File: config.mk
export PLATFORM = sky130hd
export DESIGN_NAME = first_fit_block_allocator
export DESIGN_NICKNAME = d
export VERILOG_FILES = /design/src/rtl/core/ffba_pkg.sv /design/src/rtl/core/ffba_ram.sv /design/src/rtl/core/ffba_ctrl.sv /design/src/rtl/core/ffba_dp.sv /design/src/rtl/core/first_fit_block_allocator.sv
export VERILOG_INCLUDE_DIRS = /design/src /design/src/rtl/core
export SDC_FILE = /design/constraint.sdc
export NUM_CORES = 1
export LEC_CHECK = 0
export BUFFER_PORTS_ARGS = -buffer_cell sky130_fd_sc_hd__buf_4
export CAP_MARGIN = 25
export CELL_PAD_IN_SITES_DETAIL_PLACEMENT = 1
export CELL_PAD_IN_SITES_GLOBAL_PLACEMENT = 1
export CORE_MARGIN = 2
export CORE_UTILIZATION = 35
export CTS_CLUSTER_DIAMETER = 200
export CTS_CLUSTER_SIZE = 16
export DETAILED_ROUTE_END_ITERATION = 12
export PLACE_DENSITY = 0.67
export SYNTH_ARGS = -nofsm -noshare
export SYNTH_HDL_FRONTEND = slang
export SYNTH_SLANG_ARGS = --single-unit
File: constraint.sdc
create_clock -name clk -period 7.99 [get_ports clk]
set_clock_uncertainty 0.2 [all_clocks]
set_input_delay 0.3995 -clock clk [delete_from_list [all_inputs] [get_ports clk]]
set_output_delay 0.3995 -clock clk [all_outputs]
set_load 0.01 [all_outputs]
File: src/rtl/core/first_fit_block_allocator_assert.svh
// assertion macros for the first-fit block allocator
// depends on signals named clk and rst_n in the including module
`ifndef FIRST_FIT_BLOCK_ALLOCATOR_ASSERT_SVH
`define FIRST_FIT_BLOCK_ALLOCATOR_ASSERT_SVH

// same-cycle implication, masked during reset
`define FFBA_ASSERT_IMP(lbl, ante, cons) \
  lbl: assert property (@(posedge clk) disable iff (!rst_n) (ante) |-> (cons)) \
    else $error("ffba: same-cycle check failed");

// next-cycle implication, masked during reset
`define FFBA_ASSERT_NXT(lbl, ante, cons) \
  lbl: assert property (@(posedge clk) disable iff (!rst_n) (ante) |=> (cons)) \
    else $error("ffba: next-cycle check failed");

`endif

File: src/rtl/core/ffba_pkg.sv
// shared types and constants of the first-fit block allocator
// no dependencies
package ffba_pkg;

  localparam int ARENA_BYTES  = 1024;
  localparam int HEADER_BYTES = 16;
  localparam int ALIGN_BYTES  = 16;

  localparam int REQ_W  = 12;
  localparam int OFS_W  = 10;
  localparam int SIZE_W = 10;
  localparam int ST_W   = 2;
  // header walk position, arena plus one header
  localparam int ACC_W  = 12;
  // padded request and split threshold
  localparam int WANT_W = 13;

  localparam logic [SIZE_W-1:0] INIT_SIZE = SIZE_W'(ARENA_BYTES - HEADER_BYTES);

  localparam logic MODE_ALLOC = 1'b0;
  localparam logic MODE_FREE  = 1'b1;

  localparam logic [ST_W-1:0] ST_OK      = 2'd0;
  localparam logic [ST_W-1:0] ST_NOFIT   = 2'd1;
  localparam logic [ST_W-1:0] ST_BADFREE = 2'd2;

  typedef struct packed {
    logic              used;
    logic [SIZE_W-1:0] size;
  } entry_t;

  // controller to datapath
  typedef struct packed {
    logic start;
    logic advance;
    logic take;
    logic miss;
    logic shift_step;
    logic split_wr;
    logic load_out;
  } cmd_t;

  // datapath to controller
  typedef struct packed {
    logic at_end;
    logic hit;
    logic split;
    logic no_shift;
    logic shift_last;
  } sts_t;

endpackage

File: src/rtl/core/ffba_ram.sv
// generic one-write one-read ram with registered read data
// no dependencies
module ffba_ram #(
  parameter int WIDTH = 8,
  parameter int DEPTH = 16
) (
  input  logic                     clk,
  input  logic                     we,
  input  logic [$clog2(DEPTH)-1:0] waddr,
  input  logic [WIDTH-1:0]         wdata,
  input  logic [$clog2(DEPTH)-1:0] raddr,
  output logic [WIDTH-1:0]         rdata
);

  logic [WIDTH-1:0] mem [DEPTH];

  always_ff @(posedge clk) begin
    if (we) begin
      mem[waddr] <= wdata;
    end
    rdata <= mem[raddr];
  end

endmodule

File: src/rtl/core/ffba_ctrl.sv
// control state machine of the first-fit block allocator
// depends on ffba_pkg
module ffba_ctrl
  import ffba_pkg::*;
(
  input  logic clk,
  input  logic rst_n,
  input  logic in_valid,
  output logic in_stall,
  output logic out_valid,
  input  logic out_stall,
  input  sts_t sts,
  output cmd_t cmd
);

  localparam logic [2:0] S_IDLE  = 3'd0;
  localparam logic [2:0] S_SCAN  = 3'd1;
  localparam logic [2:0] S_SHIFT = 3'd2;
  localparam logic [2:0] S_SPLIT = 3'd3;
  localparam logic [2:0] S_RESP  = 3'd4;

  logic [2:0] state_r, state_nxt;
  logic       out_valid_r, out_valid_nxt;

  always_comb begin
    state_nxt = state_r;
    cmd       = '0;
    case (state_r)
      S_IDLE: begin
        if (in_valid) begin
          cmd.start = 1'b1;
          state_nxt = S_SCAN;
        end
      end
      S_SCAN: begin
        if (sts.at_end) begin
          cmd.miss  = 1'b1;
          state_nxt = S_RESP;
        end else if (sts.hit) begin
          cmd.take = 1'b1;
          if (!sts.split) begin
            state_nxt = S_RESP;
          end else if (sts.no_shift) begin
            state_nxt = S_SPLIT;
          end else begin
            state_nxt = S_SHIFT;
          end
        end else begin
          cmd.advance = 1'b1;
        end
      end
      S_SHIFT: begin
        cmd.shift_step = 1'b1;
        if (sts.shift_last) begin
          state_nxt = S_SPLIT;
        end
      end
      S_SPLIT: begin
        cmd.split_wr = 1'b1;
        state_nxt    = S_RESP;
      end
      S_RESP: begin
        if (!out_valid_r || !out_stall) begin
          cmd.load_out = 1'b1;
          state_nxt    = S_IDLE;
        end
      end
      default: begin
        state_nxt = S_IDLE;
      end
    endcase
  end

  assign out_valid_nxt = cmd.load_out | (out_valid_r & out_stall);

  always_ff @(posedge clk) begin
    if (!rst_n) begin
      state_r     <= S_IDLE;
      out_valid_r <= 1'b0;
    end else begin
      state_r     <= state_nxt;
      out_valid_r <= out_valid_nxt;
    end
  end

  assign in_stall  = (state_r != S_IDLE);
  assign out_valid = out_valid_r;

endmodule

File: src/rtl/core/ffba_dp.sv
// datapath of the first-fit block allocator: block table, walk and result registers
// depends on ffba_pkg and ffba_ram
module ffba_dp
  import ffba_pkg::*;
#(
  parameter int MAX_BLOCKS = 64
) (
  input  logic              clk,
  input  logic              rst_n,
  input  cmd_t              cmd,
  output sts_t              sts,
  input  logic              in_mode,
  input  logic [REQ_W-1:0]  in_request_size,
  input  logic [OFS_W-1:0]  in_free_offset,
  output logic [ST_W-1:0]   out_status,
  output logic [OFS_W-1:0]  out_data_offset,
  output logic [SIZE_W-1:0] out_granted_size
);

  localparam int IW = $clog2(MAX_BLOCKS);
  localparam int CW = $clog2(MAX_BLOCKS + 1);

  logic              mode_r;
  logic [WANT_W-1:0] want_r;
  logic [OFS_W-1:0]  off_r;
  logic [CW-1:0]     idx_r, idx_nxt;
  logic [CW-1:0]     cnt_r, cnt_nxt;
  logic [CW-1:0]     sh_r, sh_nxt;
  logic [ACC_W-1:0]  hdr_r, hdr_nxt;
  logic [SIZE_W-1:0] sz_r;
  logic              rd_is0_r;
  logic              e0_wr_r, e0_wr_nxt;
  logic [ST_W-1:0]   res_status_r;
  logic [OFS_W-1:0]  res_ofs_r;
  logic [SIZE_W-1:0] res_size_r;
  logic [ST_W-1:0]   out_status_r;
  logic [OFS_W-1:0]  out_ofs_r;
  logic [SIZE_W-1:0] out_size_r;

  logic [WANT_W-1:0] want_in;
  logic [WANT_W-1:0] need;
  logic [ACC_W-1:0]  start_ofs;
  entry_t            rdata, ent, take_ent;
  logic [IW-1:0]     raddr, waddr;
  entry_t            wdata;
  logic              we;
  logic [CW:0]       idx_p1, idx_p2;

  // round the request up to the alignment
  assign want_in = (WANT_W'(in_request_size) + WANT_W'(ALIGN_BYTES - 1))
                   & ~WANT_W'(ALIGN_BYTES - 1);
  assign need      = want_r + WANT_W'(HEADER_BYTES + ALIGN_BYTES);
  assign start_ofs = hdr_r + ACC_W'(HEADER_BYTES);
  assign idx_p1    = {1'b0, idx_r} + (CW+1)'(1);
  assign idx_p2    = {1'b0, idx_r} + (CW+1)'(2);

  // first block holds the whole arena until it is first written
  assign ent = (rd_is0_r && !e0_wr_r) ? entry_t'{used: 1'b0, size: INIT_SIZE} : rdata;

  always_comb begin
    sts.at_end     = (idx_r == cnt_r);
    sts.split      = (mode_r == MODE_ALLOC) && (WANT_W'(ent.size) >= need)
                     && (cnt_r < CW'(MAX_BLOCKS));
    sts.no_shift   = (idx_p1 == {1'b0, cnt_r});
    sts.shift_last = ({1'b0, sh_r} == idx_p2);
    if (mode_r == MODE_FREE) begin
      sts.hit = (start_ofs == ACC_W'(off_r));
    end else begin
      sts.hit = !ent.used && (WANT_W'(ent.size) >= want_r);
    end
  end

  always_comb begin
    take_ent.used = (mode_r == MODE_ALLOC);
    take_ent.size = sts.split ? SIZE_W'(want_r) : ent.size;
  end

  // ram port control
  always_comb begin
    raddr = idx_p1[IW-1:0];
    we    = 1'b0;
    waddr = idx_r[IW-1:0];
    wdata = take_ent;
    if (cmd.start) begin
      raddr = '0;
    end else if (cmd.take) begin
      raddr = IW'(cnt_r - CW'(1));
      we    = 1'b1;
    end else if (cmd.shift_step) begin
      raddr = IW'(sh_r - CW'(2));
      we    = 1'b1;
      waddr = sh_r[IW-1:0];
      wdata = ent;
    end else if (cmd.split_wr) begin
      we         = 1'b1;
      waddr      = idx_p1[IW-1:0];
      wdata.used = 1'b0;
      wdata.size = sz_r - SIZE_W'(want_r) - SIZE_W'(HEADER_BYTES);
    end
  end

  ffba_ram #(
    .WIDTH($bits(entry_t)),
    .DEPTH(MAX_BLOCKS)
  ) u_table (
    .clk  (clk),
    .we   (we),
    .waddr(waddr),
    .wdata(wdata),
    .raddr(raddr),
    .rdata(rdata)
  );

  always_comb begin
    idx_nxt   = idx_r;
    hdr_nxt   = hdr_r;
    sh_nxt    = sh_r;
    cnt_nxt   = cnt_r;
    e0_wr_nxt = e0_wr_r | (we && (waddr == '0));
    if (cmd.start) begin
      idx_nxt = '0;
      hdr_nxt = '0;
    end
    if (cmd.advance) begin
      idx_nxt = idx_p1[CW-1:0];
      hdr_nxt = start_ofs + ACC_W'(ent.size);
    end
    if (cmd.take) begin
      sh_nxt = cnt_r;
    end
    if (cmd.shift_step) begin
      sh_nxt = sh_r - CW'(1);
    end
    if (cmd.split_wr) begin
      cnt_nxt = cnt_r + CW'(1);
    end
  end

  always_ff @(posedge clk) begin
    if (!rst_n) begin
      cnt_r   <= CW'(1);
      e0_wr_r <= 1'b0;
    end else begin
      cnt_r   <= cnt_nxt;
      e0_wr_r <= e0_wr_nxt;
    end
  end

  always_ff @(posedge clk) begin
    idx_r    <= idx_nxt;
    hdr_r    <= hdr_nxt;
    sh_r     <= sh_nxt;
    rd_is0_r <= (raddr == '0);
    if (cmd.start) begin
      mode_r <= in_mode;
      want_r <= want_in;
      off_r  <= in_free_offset;
    end
    if (cmd.take) begin
      sz_r         <= ent.size;
      res_status_r <= ST_OK;
      res_ofs_r    <= start_ofs[OFS_W-1:0];
      res_size_r   <= take_ent.size;
    end
    if (cmd.miss) begin
      res_status_r <= (mode_r == MODE_FREE) ? ST_BADFREE : ST_NOFIT;
      res_ofs_r    <= '0;
      res_size_r   <= '0;
    end
    if (cmd.load_out) begin
      out_status_r <= res_status_r;
      out_ofs_r    <= res_ofs_r;
      out_size_r   <= res_size_r;
    end
  end

  assign out_status       = out_status_r;
  assign out_data_offset  = out_ofs_r;
  assign out_granted_size = out_size_r;

endmodule

File: src/rtl/core/first_fit_block_allocator.sv
// top level of the first-fit block allocator over a 1024-byte arena
// depends on ffba_pkg, ffba_ctrl, ffba_dp, ffba_ram and first_fit_block_allocator_assert.svh
//
//   channel | ports                                              | direction
//   --------+----------------------------------------------------+----------
//   input   | in_valid, in_stall, in_mode, in_request_size,      | in
//           | in_free_offset                                     |
//   result  | out_valid, out_stall, out_status, out_data_offset, | out
//           | out_granted_size                                   |
//
// one item at a time: accept, then walk the table entry by entry (a miss walks
// one past the last), for a split at entry i shift entries i+1 to the end up by
// one, write the split-off free block, then load the result register
// reset (synchronous, active low) leaves one free block of 1008 data bytes
// the next item is taken while an earlier result still waits under out_stall
module first_fit_block_allocator
  import ffba_pkg::*;
#(
  parameter int MAX_BLOCKS = 64
) (
  input  logic              clk,
  input  logic              rst_n,
  input  logic              in_valid,
  output logic              in_stall,
  input  logic              in_mode,
  input  logic [REQ_W-1:0]  in_request_size,
  input  logic [OFS_W-1:0]  in_free_offset,
  output logic              out_valid,
  input  logic              out_stall,
  output logic [ST_W-1:0]   out_status,
  output logic [OFS_W-1:0]  out_data_offset,
  output logic [SIZE_W-1:0] out_granted_size
);

  // command and status between controller and datapath
  cmd_t ctrl_cmd;
  sts_t dp_sts;

  // sequencer: accept, walk, shift, split write, hand off to the result register
  ffba_ctrl u_ctrl (
    .clk      (clk),
    .rst_n    (rst_n),
    .in_valid (in_valid),
    .in_stall (in_stall),
    .out_valid(out_valid),
    .out_stall(out_stall),
    .sts      (dp_sts),
    .cmd      (ctrl_cmd)
  );

  // block table ram, header walk and result registers
  ffba_dp #(
    .MAX_BLOCKS(MAX_BLOCKS)
  ) u_dp (
    .clk             (clk),
    .rst_n           (rst_n),
    .cmd             (ctrl_cmd),
    .sts             (dp_sts),
    .in_mode         (in_mode),
    .in_request_size (in_request_size),
    .in_free_offset  (in_free_offset),
    .out_status      (out_status),
    .out_data_offset (out_data_offset),
    .out_granted_size(out_granted_size)
  );

  `include "first_fit_block_allocator_assert.svh"

  // a result is only loaded when the output register is free or draining
  `FFBA_ASSERT_IMP(a_load_free, ctrl_cmd.load_out, !out_valid || !out_stall)
  // one item in flight: an accepted transaction closes the input side
  `FFBA_ASSERT_NXT(a_one_item, in_valid && !in_stall, in_stall)
  // a delivered result without a reload empties the output register
  `FFBA_ASSERT_NXT(a_out_drain, out_valid && !out_stall && !ctrl_cmd.load_out, !out_valid)
  // error results carry zero offset and size
  `FFBA_ASSERT_IMP(a_err_zero, out_valid && (out_status != ST_OK),
                   (out_data_offset == '0) && (out_granted_size == '0))

endmodule
==> results of run 1 <==
## worst max path at each step
stage                        startpoint                      to  slack, ns  cells past startpoint
after floorplan            u_dp.e0_wr_r  u_dp.u_table.mem[0][0]       2.40                     13
after global placement    u_dp.rd_is0_r   u_dp.u_table.rdata[9]       1.33                     15
after detailed placement  u_dp.rd_is0_r   u_dp.u_table.rdata[0]       1.58                     15
after CTS                 u_dp.rd_is0_r   u_dp.u_table.rdata[0]       1.54                     15
after global routing      u_dp.rd_is0_r   u_dp.u_table.rdata[9]       1.18                     18
final                     u_dp.rd_is0_r   u_dp.u_table.rdata[0]       1.55                     15
## state kept, by name (all words and copies together) (netlist names)
register	cells
u_dp.u_table.mem	704
u_dp.hdr_r	12
u_dp.u_table.rdata	11
u_dp.off_r	10
u_dp.out_data_offset	10
u_dp.out_granted_size	10
u_dp.res_ofs_r	10
u_dp.res_size_r	10
u_dp.sz_r	10
u_dp.want_r	9
u_dp.cnt_r	7
u_dp.idx_r	7
u_dp.sh_r	7
u_ctrl.state_r	3
u_dp.out_status	2
u_dp.res_status_r	2
u_ctrl.out_valid	1
u_dp.e0_wr_r	1
u_dp.mode_r	1
u_dp.rd_is0_r	1
## layer usage
metal,share of wire,track usage
met2,0.47,0.341
met5,0,0
met1,0.42,0.282
met3,0.079,0.0327
met4,0.033,0.0651
## cells by family after synthesis
kind of cell,after synthesis,synth area share
muxes,190,0.0571
AOI/OAI and AO/OA,382,0.0713
buffers and inverters,193,0.0256
and+or+nand+nor,853,0.108
xor gates and xnor gates,87,0.0229
DFF,828,0.700
adders and majority gates,43,0.0156
## critical path, delay by kind of cell, from the launching register on
family / cells / cell delay, ns
AO/OA/AOI/OAI: 6 / 2.44
adder cells (fa/ha/maj): 1 / 0.34
AND/OR/NAND/NOR: 7 / 2.71
flip-flops: 1 / 0.32
buffers and inverters: 1 / 0.16
## stage by stage
stage | utilization | hold WS [ns]
2_1_floorplan | - | 0.200
3_3_place_gp | 0.375 | 0.203
3_5_place_dp | 0.378 | 0.216
4_1_cts | 0.397 | 0.0638
5_1_grt | 0.398 | 0.0837
6_report | 0.398 | 0.0840
## layout by cell type (no fill, tap or decap), types with 6 or more instances in the layout
cell type	Yosys	final
edfxtp_1	784	784
nand2_1	433	432
mux2i_1	175	175
nand3_1	142	142
buf_4	4	138
nor2_1	132	128
a21oi_1	120	118
o22ai_1	68	64
inv_1	60	60
clkbuf_16	0	58
xnor2_1	55	55
clkbuf_1	36	46
dfxtp_1	44	44
ha_1	41	41
o21ai_0	44	40
nor4_1	31	31
xor2_1	29	29
dlygate4sd3_1	0	23
nor3_1	23	21
and3_1	16	16
buf_6	8	16
and2_1	15	15
a311oi_1	15	15
a31oi_1	12	12
a21o_1	12	12
o221ai_1	13	12
a211oi_1	11	11
nand4_1	10	10
or4_1	10	10
o21a_1	10	10
nand2b_1	9	9
a21boi_0	8	8
o211ai_1	8	8
mux2_2	7	7
a22oi_1	6	6
## Yosys cell counts (all sizes together), types with 13 or more instances
| cell type | instances | share of area |
|---|---|---|
| nor4 | 31 | 0.0056 |
| o22ai | 68 | 0.012 |
| edfxtp | 784 | 0.67 |
| o21ai | 45 | 0.0065 |
| ha | 41 | 0.015 |
| nor3 | 23 | 0.0033 |
| inv | 61 | 0.0066 |
| and2 | 17 | 0.0031 |
| xor2 | 29 | 0.0073 |
| a21oi | 120 | 0.017 |
| clkbuf | 37 | 0.0040 |
| nor2 | 134 | 0.015 |
| o221ai | 13 | 0.0033 |
| nand3 | 142 | 0.020 |
| nand2 | 434 | 0.047 |
| dfxtp | 44 | 0.025 |
| a311oi | 15 | 0.0038 |
| and3 | 16 | 0.0029 |
| xnor2 | 56 | 0.014 |
| mux2i | 178 | 0.052 |
| buf | 95 | 0.015 |
## area by class of cell
type | count | area, µm² | share of cell area
Inverter | 61 | 229 | 0.00583
Clock buffer | 104 | 1620 | 0.0414
Clock inverter | 3 | 80.1 | 0.00204
Multi-Input combinational cell | 1555 | 9780 | 0.249
Antenna cell | 4 | 10.0 | 0.000255
Tap cell | 1287 | 1610 | 0.0410
Sequential cell | 828 | 24400 | 0.622
Timing Repair Buffer | 180 | 1510 | 0.0384
## power by group through the flow
| stage | clock [mW] | sequential, mW | combinational, mW |
|---|---|---|---|
| 6_report | 2.90 | 5.61 | 3.47 |
| 3_3_place_gp | 0 | 5.70 | 3.33 |
| 2_1_floorplan | 0 | 5.70 | 2.02 |
| 5_1_grt | 3.07 | 5.63 | 3.70 |
| 3_5_place_dp | 0 | 5.71 | 3.43 |
| 4_1_cts | 2.94 | 5.61 | 3.46 |
## what timing repair did
action | CTS | global route
resized for setup | 0 | 0
endpoints found under the hold margin | 36 | 0
hold buffers | 23 | 0
==> impl_metrics.py, run 1 <==
metrics = {
    "logic_synthesis": {
        "synthFlopType": "edfxtp_1",
        "yosysWarnings": 0,
        "synth_enable_flop_cells": 784,
        "ys_types": 89,
        "synth_seq_area_share": 0.700,
        "ys_async_sr_fraction": 0,
        "ys_seq_elements": 828,
        "syn-num-nets": 2645,
        "post_synth.cell_area_avg_um2": 13.6,
        "mappedNetlistArea_mm2": 0.0349,
        "synth_cells": 2576,
    },
    "placed_design": {
        "pre_cts_ws_ns": 1.58,
        "hpwl_mm": 71.1,
        "gp_congestion": 0.894,
        "dpl_cell_area_mm2": 0.0372,
        "port_buffers": 50,
        "dp_cells": 3879,
    },
    "pwr": {
        "ir_drop_v": 0.000275,
        "p_clk_frac": 0.242,
        "switching_share": 0.344,
        "switchingPower_mw": 4.12,
        "pwr-share-seq": 0.468,
        "p_int_mw": 7.86,
        "pwr-share-comb": 0.290,
        "finalPower_mw": 12.0,
        "p_leak_nw": 13.4,
        "powerDensity_mw_per_mm2": 305,
    },
    "worst_hold_path": {
        "whs_endpoint": "u_ctrl.state_r[0]",
        "hold_class": "in2reg",
        "hold_depth": 5,
        "hp-start": "in_valid",
    },
    "global_routing": {
        "grt_pass1_vias": 22900,
        "grt-ovfl-total": 0,
        "grt_max_degree": 90,
        "antenna_found_initial": 0,
        "grt_usage": 0.207,
        "grt_pass1_wl_mm": 157,
    },
    "worst_setup_path": {
        "cp_max_fo": 67,
        "slowest_stage": "o41ai_1",
        "cp.required_ns": 8.28,
        "reg2reg_slack_ns": 1.55,
        "r2r-start": "u_dp.rd_is0_r",
        "worstReg2RegEnd": "u_dp.u_table.rdata[0]",
        "slowest_delay_ns": 1.06,
        "cp.arrival_ns": 6.73,
        "start_kind": "flip-flop",
        "reg2regPathDepth": 15,
        "crit_type": "reg2reg",
        "path_cells": "nor2b_2 > nor2_1 > inv_1 > ha_1 > a21oi_1 > nand2_1 > a2111oi_2 > or2_2 > a2bb2oi_2 > nand2_4 > nand2_1 > a21oi_1 > or4_1 > o41ai_1 > o211ai_1",
        "cp-end-kind": "flip-flop",
    },
    "finish": {
        "areaGrowthSynthToFinish_pct": 12.5,
        "postLayoutCellArea_mm2": 0.0393,
        "finalNonFillerCells": 4022,
        "drive_above_1_share": 0.101,
        "nFillCells": 10200,
        "final_nets": 2752,
    },
    "cts": {
        "h-tree-depth": 2,
        "cts.sinks": 828,
        "cts_setup_buffers": 0,
        "cts_buffers": 57,
        "clk_latency_ns": 0.66,
        "clockBufferDepth": 3,
        "cts_tree": "built",
        "path_clk_slew_ns": 0.09,
        "cts_root_buffer": "clkbuf_16",
    },
    "sta": {
        "worst_slack_ns": 1.55,
        "fmax_mhz": 155,
        "report.final.slew_viol_count": 0,
        "finalHoldViolations": 0,
        "relSlewSlack": 0.216,
        "finalSetupTns_ns": 0,
        "finalSetupViolations": 0,
        "period_share": 0.806,
        "min_period_ns": 6.44,
        "rsz0062_at_grt": "false",
        "worst_pin_slew_ns": 1.16,
    },
    "job": {
        "max_cap_violations": 0,
    },
    "detailed_routing": {
        "routed_wl_mm": 108,
        "first_pass_iters": 5,
        "ant_nets": 0,
        "post_drt_wl_per_cell_um": 26.9,
        "drt_iter0_drc": 2462,
        "viasPerCell": 5.61,
        "vias": 22600,
        "drc": 0,
    },
    "floorplanning": {
        "top_level_ports": 51,
        "std_cell_rows": 115,
        "core_mm2": 0.0986,
        "dieArea_mm2": 0.102,
        "start_util": 0.354,
        "die_x_um": 320,
        "die_y_um": 320,
    },
    "run_status": {
        "status": "finished clean",
    },
}
No activity file was read; power rests on OpenSTA's default activity.
==> run 2, diff against run 1 <==
Clock period 7.99 ns to 6.02 ns, I/O delays scaled along.
==> run 2 against run 1 <==
Effect of this change: power increased by 33%; hold slack better by 0.0019 ns; via count down 0.30%; flip-flop and latch count stayed put; sequential power is 33% higher; cell area increased by 0.89%; largest cell class unchanged; core utilization up 0.35 points.
==> impl_metrics.py, run 2 (synthesis gave the netlist of run 1 again) <==
metrics = {
    "run_status": {
        "status": "finished clean",
    },
    "floorplanning": {
        "die_x_um": 320,
        "top_level_ports": 51,
        "std_cell_rows": 115,
        "dieArea_mm2": 0.102,
        "core_mm2": 0.0986,
        "die_y_um": 320,
        "start_util": 0.354,
    },
    "pwr": {
        "powerDensity_mw_per_mm2": 402,
        "p_int_mw": 10.5,
        "p_leak_nw": 13.6,
        "ir_drop_v": 0.000289,
        "p_clk_frac": 0.240,
        "pwr-share-seq": 0.468,
        "finalPower_mw": 15.9,
        "pwr-share-comb": 0.292,
        "switching_share": 0.340,
        "switchingPower_mw": 5.42,
    },
    "finish": {
        "most-common-layout-cells": "edfxtp_1, nand2_1, buf_4",
        "largest_reg_flops": 704,
        "final_nets": 2799,
        "largestRegisters": "u_dp.u_table.mem (704), u_dp.hdr_r (12), u_dp.u_table.rdata (11)",
        "regMostFlops": "u_dp.u_table.mem",
        "antenna_cells": 0,
        "drive_above_1_share": 0.112,
        "areaGrowthSynthToFinish_pct": 13.5,
        "final_common_cell": "edfxtp_1",
    },
    "worst_setup_path": {
        "reg2reg_slack_ns": 0.30,
        "crit_start": "u_dp.rd_is0_r",
        "worstReg2RegEnd": "u_dp.u_table.rdata[3]",
        "r2r-start": "u_dp.rd_is0_r",
        "cp.required_ns": 6.35,
        "cp.arrival_ns": 6.05,
        "crit_type": "reg2reg",
        "reg2regPathDepth": 17,
        "cp-end-kind": "flip-flop",
        "cp_max_fo": 41,
        "start_kind": "flip-flop",
    },
    "sta": {
        "report.final.slew_viol_count": 0,
        "min_period_ns": 5.72,
        "worst_pin_slew_ns": 1.14,
        "finalSetupTns_ns": 0,
        "rsz0062_at_grt": "false",
        "relSlewSlack": 0.235,
        "finalSetupViolations": 0,
        "finalHoldViolations": 0,
        "period_share": 0.951,
        "fmax_mhz": 175,
        "worst_slack_ns": 0.296,
    },
    "placed_design": {
        "hpwl_mm": 71.5,
        "gp_congestion": 0.897,
        "port_buffers": 50,
        "pre_cts_ws_ns": 0.416,
    },
    "global_routing": {
        "grt-ovfl-total": 0,
        "grt_pass1_wl_mm": 156,
        "grt_pass1_vias": 23000,
        "antenna_found_initial": 1,
        "grt_usage": 0.205,
        "grt_max_degree": 71,
    },
    "worst_hold_path": {
        "whs_endpoint": "u_dp.want_r[4]",
        "hp-start": "in_request_size[1]",
        "hold_class": "in2reg",
        "hold_depth": 4,
    },
    "detailed_routing": {
        "routed_wl_mm": 106,
        "drc": 0,
        "ant_nets": 0,
        "first_pass_iters": 5,
        "vias": 22500,
        "viasPerCell": 5.54,
        "drt_iter0_drc": 2104,
        "post_drt_wl_per_cell_um": 26.1,
    },
    "cts": {
        "cts_setup_buffers": 0,
        "h-tree-depth": 2,
        "path_clk_slew_ns": 0.08,
        "cts.sinks": 828,
        "cts_buffers": 57,
        "clk_latency_ns": 0.67,
        "cts_tree": "built",
        "clockBufferDepth": 3,
        "cts_root_buffer": "clkbuf_16",
    },
    "job": {
        "max_cap_violations": 0,
    },
}
[run 2: how the worst max path moves through the flow]
stage,endpoint,slack (ns),cells past startpoint
3_3_place_gp,u_dp.u_table.rdata[7],0.47,17
5_1_grt,u_dp.u_table.rdata[3],0.05,17
6_report,u_dp.u_table.rdata[3],0.30,17
3_5_place_dp,u_dp.u_table.rdata[3],0.42,17
2_1_floorplan,u_dp.u_table.mem[0][0],0.43,13
4_1_cts,u_dp.u_table.rdata[3],0.34,17
[run 2: layer usage]
layer  global-route usage  wire (µm)
met5                    0         13
met4               0.0669       3740
met3               0.0244       6330
met2                0.342      51000
met1                0.277      45100
[run 2: what timing repair did]
item,in CTS,in global routing
hold endpoints to repair,54,0
resized for setup,0,0
hold buffers,30,0
[run 2: power groups by stage]
stage | clock network, mW | registers [mW] | logic [mW]
floorplan | 0 | 7.57 | 2.68
global placement | 0 | 7.59 | 4.41
detailed placement | 0 | 7.59 | 4.56
CTS | 3.90 | 7.46 | 4.61
global route | 4.09 | 7.47 | 4.98
finish | 3.82 | 7.46 | 4.65
[run 2: final cells by class]
class | instances | area, µm²
multi-input cells | 1555 | 9770
clock inverters | 4 | 96.3
flip-flops and latches | 828 | 24400
clock buffers | 103 | 1600
fillers | 10200 | 59000
inverters | 61 | 229
well taps | 1287 | 1610
repair buffers | 227 | 1880
[run 2: per-stage QoR]
stage               std cells  hold slack (ns)   util  area [µm²]
finish                   4065           0.0859  0.402       39600
floorplan                2576            0.200      -       34900
CTS                      4054           0.0409  0.401       39500
global placement         3908            0.204  0.380       37400
detailed placement       3917            0.217  0.380       37500
global route             4065            0.109  0.402       39600
[run 2: worst max-delay path, cell delays in order (launching register included)]
cell and delay, ns:
dfxtp_1 0.32, nor2b_2 0.20, nor2_1 0.26, inv_1 0.18, ha_1 0.35, a21oi_1 0.18, nand2_1 0.11, a2111oi_2 0.46
o21ai_0 0.18, mux2_4 0.39, nand2_4 0.41, buf_4 0.35, buf_4 0.48, nand2_1 0.11, a32o_1 0.28, nor4_1 0.61
a22oi_1 0.30, o311ai_0 0.20
